$ cat src/hw/rtl/shrb_pkg.sv
`default_nettype none

package shrb_pkg;

  localparam int RECORDS_A = 100;
  localparam int RECORDS_B = 300;
  localparam int WORDS_A   = 12;
  localparam int WORDS_B   = 1;
  localparam int MAX_WORDS = 64;

  localparam int WORD_W  = 16;
  localparam int SEQ_W   = 32;
  localparam int CMD_W   = 2;
  localparam int WANT_W  = 8;

  localparam int DEPTH_WORDS_A = RECORDS_A * WORDS_A;
  localparam int DEPTH_WORDS_B = RECORDS_B * WORDS_B;

  localparam int SLOT_A_W = $clog2(RECORDS_A);
  localparam int SLOT_B_W = $clog2(RECORDS_B);
  localparam int POS_A_W  = (WORDS_A > 1) ? $clog2(WORDS_A) : 1;
  localparam int POS_B_W  = (WORDS_B > 1) ? $clog2(WORDS_B) : 1;
  localparam int POS_W    = (POS_A_W > POS_B_W) ? POS_A_W : POS_B_W;
  localparam int ADDR_A_W = $clog2(DEPTH_WORDS_A);
  localparam int ADDR_B_W = $clog2(DEPTH_WORDS_B);
  localparam int ADDR_W   = (ADDR_A_W > ADDR_B_W) ? ADDR_A_W : ADDR_B_W;

  localparam int MAX_RECORDS = (RECORDS_A > RECORDS_B) ? RECORDS_A : RECORDS_B;
  localparam int DIFF_W      = $clog2(MAX_RECORDS + 1);
  localparam int IDX_W       = DIFF_W + 1;
  localparam int NREC_W      = $clog2(MAX_WORDS + 1);

  localparam int MAXR_A = MAX_WORDS / WORDS_A;
  localparam int MAXR_B = MAX_WORDS / WORDS_B;

  typedef enum logic [CMD_W-1:0] {
    CMD_ADD   = 2'd0,
    CMD_PEEK  = 2'd1,
    CMD_RESET = 2'd2,
    CMD_NONE  = 2'd3
  } command_t;

  typedef enum logic [1:0] {
    ST_IDLE,
    ST_CHECK,
    ST_SETUP,
    ST_STREAM
  } state_t;

  typedef struct packed {
    logic accept;
    logic check;
    logic setup;
    logic advance;
  } dp_cmd_t;

  typedef struct packed {
    logic peek_req;
    logic last;
  } dp_status_t;

endpackage

`default_nettype wire

$ cat src/hw/rtl/shrb_ctrl.sv
`default_nettype none

module shrb_ctrl (
  input  wire logic                 clk,
  input  wire logic                 rst,
  input  wire logic                 in_valid,
  output logic                      in_ready,
  output logic                      out_valid,
  input  wire logic                 out_ready,
  output shrb_pkg::dp_cmd_t         cmd,
  input  wire shrb_pkg::dp_status_t status
);

  shrb_pkg::state_t state, state_next;

  always_ff @(posedge clk) begin
    if (rst) begin
      state <= shrb_pkg::ST_IDLE;
    end else begin
      state <= state_next;
    end
  end

  always_comb begin
    state_next = state;
    in_ready   = 1'b0;
    out_valid  = 1'b0;
    cmd        = '0;
    case (state)
      shrb_pkg::ST_IDLE: begin
        in_ready   = 1'b1;
        cmd.accept = in_valid;
        if (in_valid && status.peek_req) begin
          state_next = shrb_pkg::ST_CHECK;
        end
      end
      shrb_pkg::ST_CHECK: begin
        cmd.check  = 1'b1;
        state_next = shrb_pkg::ST_SETUP;
      end
      shrb_pkg::ST_SETUP: begin
        cmd.setup  = 1'b1;
        state_next = shrb_pkg::ST_STREAM;
      end
      shrb_pkg::ST_STREAM: begin
        out_valid   = 1'b1;
        cmd.advance = out_ready;
        if (out_ready && status.last) begin
          state_next = shrb_pkg::ST_IDLE;
        end
      end
      default: begin
        state_next = shrb_pkg::ST_IDLE;
      end
    endcase
  end

endmodule

`default_nettype wire

$ cat config.mk
export PLATFORM = sky130hd
export DESIGN_NAME = shrb_ctrl
export DESIGN_NICKNAME = d
export VERILOG_FILES = /design/src/hw/rtl/shrb_pkg.sv /design/src/hw/rtl/shrb_ctrl.sv
export SDC_FILE = /design/constraint.sdc
export NUM_CORES = 1
export LEC_CHECK = 0
export BUFFER_PORTS_ARGS = -buffer_cell sky130_fd_sc_hd__clkbuf_2
export CORE_AREA = 2 2 39 41
export CTS_BUF_LIST = sky130_fd_sc_hd__clkbuf_4 sky130_fd_sc_hd__clkbuf_8 sky130_fd_sc_hd__clkbuf_16
export CTS_CLUSTER_DIAMETER = 80
export DETAILED_ROUTE_END_ITERATION = 10
export DIE_AREA = 0 0 41 43
export GPL_ROUTABILITY_DRIVEN = 0
export REMOVE_ABC_BUFFERS = 1
export SLEW_MARGIN = 20
export SYNTH_ARGS = -nofsm -noshare
export SYNTH_HDL_FRONTEND = slang
export SYNTH_SLANG_ARGS = --single-unit
$ cat constraint.sdc
create_clock -name clk -period 1.2 [get_ports clk]
set_input_delay 0.24 -clock clk [delete_from_list [all_inputs] [get_ports clk]]
set_output_delay 0.24 -clock clk [all_outputs]
set_load 0.02 [all_outputs]
Word level (Yosys, flattened, before mapping) --
Cells that the tools add are included.
Operators by class: equality and inequality tests 5, multiplexer cells 9, reduce and logical (&&, ||, !) cells 4
Operators by type and width (number):
- $pmux 2 s4 | 1
- $mux 1 | 6
- $eq 2x2->1 const B | 2
- $mux 2 | 2
- $ne 2x2->1 const B | 2
- $eq 2x1->1 const B | 1
- $logic_and 1x1->1 | 2
- $logic_not 2->1 | 1
- $reduce_and 2->1 | 1
Storage, ports and cells: register bits after elaboration 2, input bits 6, output and inout bits 6, word-level logic and storage cells 19

Logic depth before layout (Yosys ltp) --
depth after elaboration 3, depth in mapped cells 5, depth with buffers taken out 5

Worst setup path after synthesis --
No wires, ideal clock.
kind reg-to-reg, start register state[0], end register state[0], setup time 0.115 ns, arrival 1.182 ns, required time 1.085 ns, setup slack -0.096 ns, cell stages (with the launch flop) 5, path buffers 0, clock period less this slack 1.296 ns, cells stage by stage dfxtp_1 > ha_1 > a21bo_1 > a21boi_4 > o21a_1
Between the ends: cells in the longest elaborated chain, start to end 3, elaborated cells on any way between the ends 8, classes of those cells eq/ne (5); mux (1); reduce/logical (2)
RTL lines:
- start: declaration | line shrb_ctrl.sv:14 | shrb_pkg::state_t state, state_next;
- start signal: assignment | line shrb_ctrl.sv:18 | state <= shrb_pkg::ST_IDLE;
- start signal: assignment | line shrb_ctrl.sv:20 | state <= state_next;
- $eq 2x2->1 / $logic_not 2->1 (equally long branches) | line shrb_ctrl.sv:29 | case (state)
- $ne 2x2->1 (no line)
- $reduce_and 2->1 (no line)
Several ways; a longest one is shown, not always the timed one. A chain may end at the register's enable or synchronous reset.

==> impl_metrics.csv <==
group,metric,value,unit
run_status,status,"finished, violations left",
run_status,violations,"negative setup slack",
global_routing,gr-total-overflow,0,
clock_network,cts_hold_buffers,0,
floorplanning,ios,12,
sta,finalHoldViolCount,0,
setup_path,crit_fanout,3,
routing,vias,180,
setup_path,cp-start-kind,"flop",
routing,drc,0,
layout,antenna_cells,0,
floorplanning,core,0.001384,mm2
setup_path,r2r-start,"state[0]$_SDFFE_PP0P_",
clock_network,cts-root-buf,"clkbuf_4",
routing,drtIter0Drc,0,
global_routing,grt_use_total,0.05912,
clock_network,cts_tree,"yes",
sta,slew_violations,0,
layout,area_delta_synth_final,88.28,%
setup_path,critPathSlowestCell,"dfxtp_2",
clock_network,post-cts-setup-buffers,0,
layout,largest_reg_flops,2,
setup_path,crit_path_end_kind,"output pin",
layout,finalNetCount,47,
synthesis,synthCells,19,
sta,tns,-0.1654,ns
sta,period_needed,1.279,ns
synthesis,ys_types,12,
floorplanning,fp.dieW,41,um
layout,fin_area,341.6,um2
synthesis,synth-seq-cells,2,
place,place_inst,48,
synthesis,ys_warn_count,0,
layout,multiInputGateArea,153.9,um2
floorplanning,rows,14,
sta,fmaxAchievable,0.7821,GHz
sta,finalCritPeriodShare,1.065,
floorplanning,die_y,43,um
global_routing,grt_pass1_wl,593,um
clock_network,ctsLongestPathBuffers,2,
flow_run,drv_cap,0,
setup_path,cp.required,0.96,ns
min_path,hp-class,"input pin to flop",
sta,skew,0.0002987,ns
synthesis,avgSynthCellArea,9.549,um2
sta,rsz0062_at_grt,"true",
sta,slew-limit-headroom,0.9172,
layout,layout_common_cells,"clkbuf_2, clkbuf_4, buf_4",
pwr,powerDensity,2380,mW/mm2
setup_path,cp.buffers_inverters,1,
floorplanning,dieArea,0.001763,mm2
sta,worst_pin_slew,0.1207,ns
routing,firstDrtPassIters,1,
layout,final_cell_count_no_fill,51,
clock_network,clock_latency,0.22,ns
place,place_area,271.5,um2
global_routing,grt_max_degree,5,
routing,wl_per_cell,8.412,um
clock_network,numCtsBuffers,3,
min_path,min_from,"rst",
sta,setup-violations-final,3,
layout,drive_above_1_share,0.7143,
pwr,ir_drop,0.6340,mV
layout,regMostFlops,"state",
setup_path,crit_type,"flop to output pin",
setup_path,crit_arrival,1.04,ns
layout,post-route-util,0.2468,
clock_network,ctsHtreeMaxLevel,1,
setup_path,cp-startpoint,"state[0]$_SDFFE_PP0P_",
setup_path,worstPathCellList,"ha_1 -> and2_1 -> buf_2",
routing,totalWireLength,429,um
layout,n_fill_cell,161,
layout,seq_area,42.54,um2
sta,fin_ws,-0.07853,ns
setup_path,critPathTopFamily,"flip-flops",
clock_network,clock-sinks,2,
routing,vias_per_cell,3.529,
layout,final_common_cell,"clkbuf_2",
setup_path,slowest_delay,0.32,ns
routing,ant_nets,0,
synthesis,syn_area,181.4,um2
global_routing,grt_pass1_vias,177,
place,port_buffers,11,
global_routing,antenna_found_initial,0,
floorplanning,initial_core_util,0.1311,
clock_network,path_clk_slew,0.03,ns
layout,reg.largest.list,"state (2)",
pwr,leakage,0.1696,nW
synthesis,yosysSeqAreaShare,0.2207,
==> kinds of logic (layout without fill, tap and decap cells) <==
kind of cell / count (synthesis) / after routing / synth area share
DFF: 2 / 2 / 0.2207
buffers and inverters: 2 / 18 / 0.04139
muxes: 1 / 1 / 0.05517
and+or+nand+nor: 6 / 6 / 0.1792
adders and majority gates: 4 / 4 / 0.2759
AOI/OAI and AO/OA: 4 / 4 / 0.2276
==> final timing paths <==
check                          endpoint  slack, ns  cells after the start
hold reg to reg   state[1]$_SDFFE_PP0P_       0.51                      2
setup / recovery                 cmd[0]      -0.08                      3
hold / removal    state[0]$_SDFFE_PP0P_       0.30                      3
setup reg to reg  state[1]$_SDFFE_PP0P_       0.01                      4
==> metrics by stage <==
| stage | setup slack (ns) | power, mW | hold slack (ns) |
|---|---|---|---|
| detailed placement | -0.01477 | 0.5326 | 0.5198 |
| floorplan | -0.09621 | 0.3958 | 0.3946 |
| global route | -0.1161 | 0.8790 | 0.3068 |
| finish | -0.07853 | 0.8129 | 0.2959 |
| CTS | -0.1098 | 0.7699 | 0.2872 |
| global placement | 0.007274 | 0.5212 | 0.5021 |
==> report_power, final <==
group	internal [mW]	total [mW]	switching (mW)	leakage, nW
clock network	0.110	0.148	0.0380	0.0138
logic	0.290	0.538	0.248	0.139
registers	0.100	0.126	0.0265	0.0172
total	0.500	0.813	0.313	0.170
==> Yosys cell counts <==
library cell / count / area [um2]
dfxtp_1: 2 / 40.04
o21a_1: 1 / 7.510
ha_1: 4 / 50.05
and2_1: 2 / 12.51
mux2i_1: 1 / 10.01
nor2_1: 1 / 3.750
a21bo_1: 1 / 10.01
a21boi_4: 1 / 18.77
a21oi_1: 1 / 5.000
nand2_1: 1 / 3.750
inv_1: 2 / 7.510
nand2b_1: 2 / 12.51
==> per-layer routing <==
layer	vias to the layer above	wire, um	GRT usage
met2	8	229	0.07813
met5	-	0	0
li1	95	-	-
met4	0	0	0.1000
met3	0	36	0.01571
met1	77	164	0.05112
==> worst min-delay path, stage by stage <==
cell and delay (ns):
clkbuf_2 0.10, a21oi_1 0.04, o21a_1 0.10
==> repair_timing <==
item | 4_1_cts | 5_1_grt
pin swaps | 1 | 1
endpoints found under the setup margin | 8 | 7
resized for setup | 9 | 12
==> area by class of cell <==
cell class,count,share of cell area
clock buffers,3,0.06593
inverters,2,0.02198
multi-input cells,15,0.4506
flip-flops and latches,2,0.1245
well taps,16,0.05861
repair buffers,13,0.2784
(Power assumes the default switching activity.)
